File: config.mk
export PLATFORM = sky130hd
export DESIGN_NAME = delay_slot_timer_pool_unit
export DESIGN_NICKNAME = d
export VERILOG_FILES = /design/src/hw/rtl/dstp_pkg.sv /design/src/hw/rtl/dstp_cell.sv /design/src/hw/rtl/delay_slot_timer_pool_unit.sv
export VERILOG_INCLUDE_DIRS = /design/src /design/src/hw/rtl
export SDC_FILE = /design/constraint.sdc
export NUM_CORES = 1
export LEC_CHECK = 0
export BUFFER_PORTS_ARGS = -buffer_cell sky130_fd_sc_hd__buf_2
export CAP_MARGIN = 20
export CORE_ASPECT_RATIO = 1.2
export CORE_MARGIN = 2
export CORE_UTILIZATION = 52
export DETAILED_ROUTE_END_ITERATION = 12
export GPL_TIMING_DRIVEN = 0
export PLACE_DENSITY = 0.78
export RECOVER_POWER = 25
export SYNTH_ARGS = -nofsm -noshare
export SYNTH_HDL_FRONTEND = slang
export SYNTH_HIERARCHICAL = 1
export SYNTH_SLANG_ARGS = --single-unit
File: constraint.sdc
create_clock -name i_clk -period 3.4 [get_ports i_clk]
set_input_delay 0.51 -clock i_clk [delete_from_list [all_inputs] [get_ports i_clk]]
set_output_delay 0.51 -clock i_clk [all_outputs]
set_load 0.005 [all_outputs]
File: src/hw/rtl/delay_slot_timer_pool_unit_assert.svh
// ---------------------------------------------------------------------------
// delay_slot_timer_pool_unit assertion macros
// concurrent check wrappers, empty when SYNTHESIS is defined
// ---------------------------------------------------------------------------
`ifndef DELAY_SLOT_TIMER_POOL_UNIT_ASSERT_SVH
`define DELAY_SLOT_TIMER_POOL_UNIT_ASSERT_SVH

`ifndef SYNTHESIS

// condition holds at every edge out of reset
`define DSTP_ASSERT_ALWAYS(label, clk, rst_n, cond) \
    label: assert property (@(posedge clk) disable iff (!rst_n) (cond)) \
        else $error("assertion failed");

// consequent follows the antecedent as a non-overlapping implication
`define DSTP_ASSERT_NEXT(label, clk, rst_n, ante, cons) \
    label: assert property (@(posedge clk) disable iff (!rst_n) (ante) |=> (cons)) \
        else $error("assertion failed");

`else

`define DSTP_ASSERT_ALWAYS(label, clk, rst_n, cond)
`define DSTP_ASSERT_NEXT(label, clk, rst_n, ante, cons)

`endif

`endif

File: src/hw/rtl/dstp_pkg.sv
// ---------------------------------------------------------------------------
// dstp_pkg
// shared types and codes of the delay slot timer pool
// ---------------------------------------------------------------------------
package dstp_pkg;

    localparam int TAG_W  = 8;
    localparam int SLOT_W = 3;

    // command field codes
    localparam logic CMD_SCHEDULE = 1'b0;
    localparam logic CMD_TICK     = 1'b1;

    typedef enum logic [1:0] {
        KIND_SCHEDULED = 2'd0,
        KIND_FULL      = 2'd1,
        KIND_EXPIRED   = 2'd2,
        KIND_TICK_DONE = 2'd3
    } t_kind;

endpackage

File: src/hw/rtl/dstp_cell.sv
// ---------------------------------------------------------------------------
// dstp_cell
// one timer slot of the ring: holds count and tag, passes them on when shifted
// ---------------------------------------------------------------------------
module dstp_cell #(
    parameter int DELAY_BITS = 16
) (
    input  logic                          i_clk,
    input  logic                          i_rst_n,
    input  logic                          i_shift,
    input  logic [DELAY_BITS-1:0]         i_count,
    input  logic [dstp_pkg::TAG_W-1:0]    i_tag,
    output logic [DELAY_BITS-1:0]         o_count,
    output logic [dstp_pkg::TAG_W-1:0]    o_tag
);

    logic [DELAY_BITS-1:0]      r_count;
    logic [dstp_pkg::TAG_W-1:0] r_tag;

    always_ff @(posedge i_clk) begin
        if (!i_rst_n) begin
            r_count <= '0;
        end else if (i_shift) begin
            r_count <= i_count;
        end
    end

    // tag is only read once its slot has been loaded
    always_ff @(posedge i_clk) begin
        if (i_shift) begin
            r_tag <= i_tag;
        end
    end

    assign o_count = r_count;
    assign o_tag   = r_tag;

endmodule

File: src/hw/rtl/delay_slot_timer_pool_unit.sv
// ---------------------------------------------------------------------------
// delay_slot_timer_pool_unit
// pool of one-shot countdown timers, kept in a rotating ring of slot cells
// ---------------------------------------------------------------------------
// Each item is accepted in ST_IDLE; in ST_SWEEP the slot ring then rotates
// one place per cycle unless an expiry beat is stalled, so every slot passes
// the head cell once in slot order (back in place at the end); then ST_FINAL
// issues the final beat. A single output register carries results; while it
// is stalled the ring holds on any slot that would expire, so each expiry
// beat adds the stall time on top, and the final beat waits in the same way.
// A new item is taken once the previous one has issued its final beat, even
// if that beat is still waiting at the output.
// ---------------------------------------------------------------------------
`include "delay_slot_timer_pool_unit_assert.svh"

module delay_slot_timer_pool_unit #(
    parameter int SLOTS      = 8,
    parameter int DELAY_BITS = 16
) (
    input  logic                          i_clk,
    input  logic                          i_rst_n,
    input  logic                          i_in_valid,
    output logic                          o_in_stall,
    input  logic                          i_cmd,
    input  logic [15:0]                   i_delay,
    input  logic [7:0]                    i_action_tag,
    output logic                          o_out_valid,
    input  logic                          i_out_stall,
    output logic [1:0]                    o_kind,
    output logic [2:0]                    o_slot,
    output logic [7:0]                    o_expired_tag,
    output logic                          o_timer_running,
    output logic                          o_last
);

    localparam int IDX_W = (SLOTS > 1) ? $clog2(SLOTS) : 1;
    localparam logic [IDX_W-1:0] LAST_IDX = IDX_W'(SLOTS - 1);

    typedef enum logic [2:0] {
        ST_IDLE  = 3'b001,
        ST_SWEEP = 3'b010,
        ST_FINAL = 3'b100
    } t_state;

    logic [DELAY_BITS-1:0]      w_count [SLOTS];
    logic [dstp_pkg::TAG_W-1:0] w_tag   [SLOTS];

    t_state                     r_state, n_state;
    logic [IDX_W-1:0]           r_idx, n_idx;
    logic                       r_found, n_found;
    logic [IDX_W-1:0]           r_found_idx, n_found_idx;
    logic                       r_active, n_active;
    logic                       r_running, n_running;

    logic                       r_cmd;
    logic [DELAY_BITS-1:0]      r_delay;
    logic [dstp_pkg::TAG_W-1:0] r_tag_in;

    logic                       r_out_valid, n_out_valid;
    dstp_pkg::t_kind            r_kind, n_kind;
    logic [dstp_pkg::SLOT_W-1:0] r_slot, n_slot;
    logic [dstp_pkg::TAG_W-1:0] r_etag, n_etag;
    logic                       r_run_out, n_run_out;
    logic                       r_last, n_last;

    logic                       w_shift;
    logic [DELAY_BITS-1:0]      w_head_count;
    logic [dstp_pkg::TAG_W-1:0] w_head_tag;
    logic                       w_in_accept;
    logic                       w_out_free;
    logic                       w_emit;
    logic                       w_step;

    // ring of slot cells, head is cell 0 and feeds the tail through the update
    for (genvar k = 0; k < SLOTS; k++) begin : g_cell
        if (k == SLOTS - 1) begin : g_tail
            dstp_cell #(.DELAY_BITS(DELAY_BITS)) u_cell (
                .i_clk   (i_clk),
                .i_rst_n (i_rst_n),
                .i_shift (w_shift),
                .i_count (w_head_count),
                .i_tag   (w_head_tag),
                .o_count (w_count[k]),
                .o_tag   (w_tag[k])
            );
        end else begin : g_mid
            dstp_cell #(.DELAY_BITS(DELAY_BITS)) u_cell (
                .i_clk   (i_clk),
                .i_rst_n (i_rst_n),
                .i_shift (w_shift),
                .i_count (w_count[k+1]),
                .i_tag   (w_tag[k+1]),
                .o_count (w_count[k]),
                .o_tag   (w_tag[k])
            );
        end
    end

    assign o_in_stall  = (r_state != ST_IDLE);
    assign w_in_accept = i_in_valid && (r_state == ST_IDLE);
    assign w_out_free  = !r_out_valid || !i_out_stall;
    assign w_emit      = (r_cmd == dstp_pkg::CMD_TICK) && (w_count[0] == DELAY_BITS'(1));
    assign w_step      = (r_state == ST_SWEEP) && (!w_emit || w_out_free);

    always_comb begin
        n_state      = r_state;
        n_idx        = r_idx;
        n_found      = r_found;
        n_found_idx  = r_found_idx;
        n_active     = r_active;
        n_running    = r_running;
        n_out_valid  = r_out_valid && i_out_stall;
        n_kind       = r_kind;
        n_slot       = r_slot;
        n_etag       = r_etag;
        n_run_out    = r_run_out;
        n_last       = r_last;
        w_shift      = 1'b0;
        w_head_count = w_count[0];
        w_head_tag   = w_tag[0];

        unique case (r_state)
            ST_IDLE: begin
                if (i_in_valid) begin
                    n_state  = ST_SWEEP;
                    n_idx    = '0;
                    n_found  = 1'b0;
                    n_active = 1'b0;
                end
            end
            ST_SWEEP: begin
                if (w_step) begin
                    w_shift = 1'b1;
                    if (r_cmd == dstp_pkg::CMD_TICK) begin
                        if (w_count[0] != '0) begin
                            w_head_count = w_count[0] - DELAY_BITS'(1);
                            n_active     = 1'b1;
                            if (w_emit) begin
                                n_out_valid = 1'b1;
                                n_kind      = dstp_pkg::KIND_EXPIRED;
                                n_slot      = dstp_pkg::SLOT_W'(r_idx);
                                n_etag      = w_tag[0];
                                n_run_out   = r_running;
                                n_last      = 1'b0;
                            end
                        end
                    end else if (!r_found && (w_count[0] == '0)) begin
                        // first free slot in order takes the new timer
                        w_head_count = r_delay;
                        w_head_tag   = r_tag_in;
                        n_found      = 1'b1;
                        n_found_idx  = r_idx;
                    end
                    if (r_idx == LAST_IDX) begin
                        n_state = ST_FINAL;
                        n_idx   = '0;
                    end else begin
                        n_idx = r_idx + IDX_W'(1);
                    end
                end
            end
            ST_FINAL: begin
                if (w_out_free) begin
                    n_out_valid = 1'b1;
                    n_last      = 1'b1;
                    n_etag      = '0;
                    n_state     = ST_IDLE;
                    if (r_cmd == dstp_pkg::CMD_TICK) begin
                        n_running = r_active && r_running;
                        n_kind    = dstp_pkg::KIND_TICK_DONE;
                        n_slot    = '0;
                        n_run_out = r_active && r_running;
                    end else if (r_found) begin
                        n_running = 1'b1;
                        n_kind    = dstp_pkg::KIND_SCHEDULED;
                        n_slot    = dstp_pkg::SLOT_W'(r_found_idx);
                        n_run_out = 1'b1;
                    end else begin
                        n_kind    = dstp_pkg::KIND_FULL;
                        n_slot    = '0;
                        n_run_out = r_running;
                    end
                end
            end
            default: begin
                n_state = ST_IDLE;
            end
        endcase
    end

    always_ff @(posedge i_clk) begin
        if (!i_rst_n) begin
            r_state     <= ST_IDLE;
            r_idx       <= '0;
            r_found     <= 1'b0;
            r_found_idx <= '0;
            r_active    <= 1'b0;
            r_running   <= 1'b0;
            r_out_valid <= 1'b0;
        end else begin
            r_state     <= n_state;
            r_idx       <= n_idx;
            r_found     <= n_found;
            r_found_idx <= n_found_idx;
            r_active    <= n_active;
            r_running   <= n_running;
            r_out_valid <= n_out_valid;
        end
    end

    // input beat and result payload
    always_ff @(posedge i_clk) begin
        if (w_in_accept) begin
            r_cmd    <= i_cmd;
            r_delay  <= DELAY_BITS'(i_delay);
            r_tag_in <= i_action_tag;
        end
        r_kind    <= n_kind;
        r_slot    <= n_slot;
        r_etag    <= n_etag;
        r_run_out <= n_run_out;
        r_last    <= n_last;
    end

    assign o_out_valid     = r_out_valid;
    assign o_kind          = r_kind;
    assign o_slot          = r_slot;
    assign o_expired_tag   = r_etag;
    assign o_timer_running = r_run_out;
    assign o_last          = r_last;

    `DSTP_ASSERT_ALWAYS(a_idx_zero_idle, i_clk, i_rst_n, (r_state != ST_IDLE) || (r_idx == '0))
    `DSTP_ASSERT_NEXT(a_accept_sweeps, i_clk, i_rst_n, w_in_accept, r_state == ST_SWEEP)
    `DSTP_ASSERT_NEXT(a_result_held, i_clk, i_rst_n, r_out_valid && i_out_stall,
        r_out_valid && $stable(r_kind) && $stable(r_slot))
    `DSTP_ASSERT_ALWAYS(a_expiry_not_last, i_clk, i_rst_n,
        !r_out_valid || (r_kind != dstp_pkg::KIND_EXPIRED) || !r_last)
    `DSTP_ASSERT_ALWAYS(a_ring_still_idle, i_clk, i_rst_n, !w_shift || (r_state == ST_SWEEP))

endmodule
==> results.sh <==
export IMPL_die_area_mm2=0.0200
export IMPL_rsz_0062_raised_after_global_routing="no"
export IMPL_holdWs_ns=0.167
export IMPL_area_delta_synth_final_pct=14.2
export IMPL_h_tree_depth=1
export IMPL_worst_path_max_fanout=53
export IMPL_leakagePower_nw=3.73
export IMPL_dr_first_iter_drc_count=344
export IMPL_slew_headroom=-0.522
export IMPL_slowest_delay_ns=0.55
export IMPL_power_density_cell_area_mw_per_mm2=527
export IMPL_timing_final_hold_violations=0
export IMPL_cts_made_buffers=24
export IMPL_setup_viol=0
export IMPL_post_dp_cell_area_mm2=0.0104
export IMPL_synth_async_reset_ratio=0
export IMPL_final_max_slew_viol_count=64
export IMPL_dr_total_vias=5870
export IMPL_cp_data_arrival_time_ns=3.58
export IMPL_inserted_diodes=0
export IMPL_status="complete, but fails checks"
export IMPL_synth_cell_types=63
export IMPL_first_pass_grt_wire_length_um=30400
export IMPL_fp_dieW_um=129
export IMPL_number_of_buffers_added_on_ports=45
export IMPL_power_sequential_fraction=0.526
export IMPL_startpoint_class_of_the_critical_path="register"
export IMPL_peakVddDrop_mv=0.382
export IMPL_syn_inst=756
export IMPL_number_of_global_route_vias_before_repair=5658
export IMPL_fin_util=0.599
export IMPL_die_height_um=155
export IMPL_failing_checks="capacitance limit, slew limit"
export IMPL_power_frac_comb=0.034
export IMPL_synth_largest_area_cell="sky130_fd_sc_hd__edfxtp_1"
export IMPL_ctsHoldBuffers=0
export IMPL_warnings_from_yosys=6
export IMPL_non_filler_cells_final=1104
export IMPL_clock_sinks=245
export IMPL_fmax_mhz=314
export IMPL_timing_critical_path_cells="ha_1, or4bb_1, or2_2, o21ai_2, inv_1, buf_4, buf_16, buf_6, buf_12, mux2i_1, nor2b_1"
export IMPL_yosys_top_cells_area="sky130_fd_sc_hd__edfxtp_1 32%, sky130_fd_sc_hd__dfxtp_1 29%, sky130_fd_sc_hd__mux2i_1 14%, sky130_fd_sc_hd__nor2b_1 8.3%, sky130_fd_sc_hd__buf_12 1.6%"
export IMPL_final_period_minus_worst_setup_slack_ns=3.18
export IMPL_cpMaxStageDelayCell="sky130_fd_sc_hd__or4bb_1"
export IMPL_worstSkewPairLatency_ns=0.51
export IMPL_wirelength_met1_um=8540
export IMPL_nets=863
export IMPL_synth_commonest_cells="141 x sky130_fd_sc_hd__dfxtp_1, 135 x sky130_fd_sc_hd__mux2i_1, 131 x sky130_fd_sc_hd__nor2b_1, 104 x sky130_fd_sc_hd__edfxtp_1, 25 x sky130_fd_sc_hd__nand2_1"
export IMPL_cts_tree="done"
export IMPL_switching_power_as_a_share_of_total_power=0.208
export IMPL_power_switching_mw=1.23
export IMPL_synthesis_area_mm2=0.00982
export IMPL_cp_num_buf_inv=5
export IMPL_cts_setup_buffers=0
export IMPL_drtPass1Iterations=5
export IMPL_power_internal_mw=4.68
export IMPL_finalClockSkew_ns=0.00766
export IMPL_criticalPathCategory="register to register"
export IMPL_antenna_found_initial=0
export IMPL_met3_wirelength_um=880
export IMPL_synth_seq_cells=245
export IMPL_design_area_mm2=0.0112
export IMPL_cts_root_buffer_cell="sky130_fd_sc_hd__clkbuf_16"
export IMPL_dpl_hpwl_um=12800
export IMPL_floorplan_rows=55
export IMPL_synth_top_cell_area_share=0.318
export IMPL_detail_route_drc_violations=0
export IMPL_synth_edf_count=104
export IMPL_final_min_period_over_clock_period=0.935
export IMPL_cp_end_kind="register"
export IMPL_topRoutingLayerUsed="met4"
export IMPL_core_region_area_mm2=0.0187
export IMPL_critPathRequiredTime_ns=3.80
export IMPL_synth_seq_area_share=0.605
export IMPL_synth_net_count=789
export IMPL_globalplace_congestion=0.910
export IMPL_cts_root_to_sink_buffers=3
export IMPL_ant_nets=0
export IMPL_io_pins=46
export IMPL_tightestPinTransition_ns=2.28
export IMPL_dominantRegCellSynth="sky130_fd_sc_hd__dfxtp_1"
export IMPL_via_density_per_instance=5.32
export IMPL_initial_standard_cell_utilization_of_the_core=0.525
export IMPL_worst_path_dominant_cell_family="buffers and inverters"
export IMPL_wl_met2_um=9400
export IMPL_gr_total_overflow=0
export IMPL_drive_above_1_share=0.142
export IMPL_grt_max_degree=64
export IMPL_drt_wl_total_um=19200
export IMPL_hold_class="input port to register"
export IMPL_track_usage=0.192
export IMPL_p_total_mw=5.91
export IMPL_clock_power_share=0.440
export IMPL_dp_cells=1059
export IMPL_path_clk_slew_ns=0.06
export IMPL_maxCapViolCount=1
export IMPL_route_detailed_wl_per_inst_um=17.4
export IMPL_syn_mean_instance_area_um2=13.0
export IMPL_synth_most_common_cell="sky130_fd_sc_hd__dfxtp_1"
-- stage by stage --
stage | setup WS, ns | setup TNS [ns]
after floorplan | 0.452 | 0
after global placement | -0.127 | -8.32
after detailed placement | 0.260 | 0
after CTS | 0.160 | 0
after global routing | 0.0236 | 0
final | 0.220 | 0
-- final cells by class --
cell class | instances | area (um^2)
fillers | 1528 | 7500
multi-input cells | 463 | 3500
flip-flops and latches | 245 | 5950
clock inverters | 18 | 155
well taps | 256 | 320
inverters | 10 | 37.5
plain buffers | 38 | 354
clock buffers | 26 | 629
repair buffers | 48 | 278
-- sequential cells by signal, summed over array words and instances (netlist names) --
signal and cells:
g_cell.g_mid.u_cell/o_tag 56, o_last 1, o_kind 2, o_out_valid 1
g_cell.g_tail.u_cell/o_count 16, o_slot 3, r_active 1, g_cell.g_mid.u_cell/o_count 112
r_delay 16, r_cmd 1, o_expired_tag 8, r_tag_in 8
g_cell.g_tail.u_cell/o_tag 8, r_running 1, r_state 3, o_timer_running 1
r_found_idx 3, r_found 1, r_idx 3
-- path summary, 6_finish.rpt --
kind	from	endpoint	slack [ns]	depth (start not counted)
worst min register to register	g_cell[4].g_mid.u_cell/o_tag[2]	g_cell[3].g_mid.u_cell/o_tag[2]	0.42	0
worst max register to register	g_cell[0].g_mid.u_cell/o_count[0]	g_cell[5].g_mid.u_cell/o_count[12]	0.22	11
worst min-delay path	i_delay[3]	r_delay[3]	0.17	1
worst max-delay path	g_cell[0].g_mid.u_cell/o_count[0]	g_cell[5].g_mid.u_cell/o_count[12]	0.22	11
-- repair_timing --
item,4_1_cts,5_1_grt
hold endpoints to repair,0,0
resized for setup,0,2
endpoints found under the setup margin,0,8
-- cells in the final DEF (no fill, tap or decap), drive strengths merged, types with 5 or more instances in the layout --
master,n
dfxtp,141
mux2i,135
nor2b,131
edfxtp,104
buf,61
clkbuf,51
nand2,25
nor2,16
o21ai,16
nand3,13
nor3,13
inv,12
a21oi,11
clkinv,11
nand4,9
and2,9
mux2,8
nor4,8
and3,6
a211oi,5
-- routing by layer --
metal  vias to the layer above  track usage
met2                       143        0.328
met5                         -            0
met1                      2820        0.255
met3                        28       0.0280
li1                       2879            -
met4                         0       0.0527
-- power by group through the flow --
stage                     Sequential [mW]  Combinational, mW  Clock (mW)
after floorplan                      3.17              0.128           0
after global placement               3.18              0.192           0
after detailed placement             3.17              0.203           0
after CTS                            3.11              0.204        2.66
after global routing                 3.11              0.217        2.78
final                                3.11              0.203        2.60
-- cell families after synthesis --
logic type,share of synthesized area
AO/OA/AOI/OAI,0.0441
adder cells (fa/ha/maj),0.00510
flip-flops,0.605
XOR/XNOR,0.000892
multiplexers,0.150
AND/OR/NAND/NOR,0.155
buffers and inverters,0.0396
-- worst reg2reg max path: cells and delay by family, from the launching register on --
kind | cells | cell delay [ns]
buf+inv | 5 | 1.09
simple gates | 3 | 0.98
flops | 1 | 0.44
compound gates | 1 | 0.20
fa+ha+maj | 1 | 0.17
mux | 1 | 0.17
(Power assumes the default switching activity.)
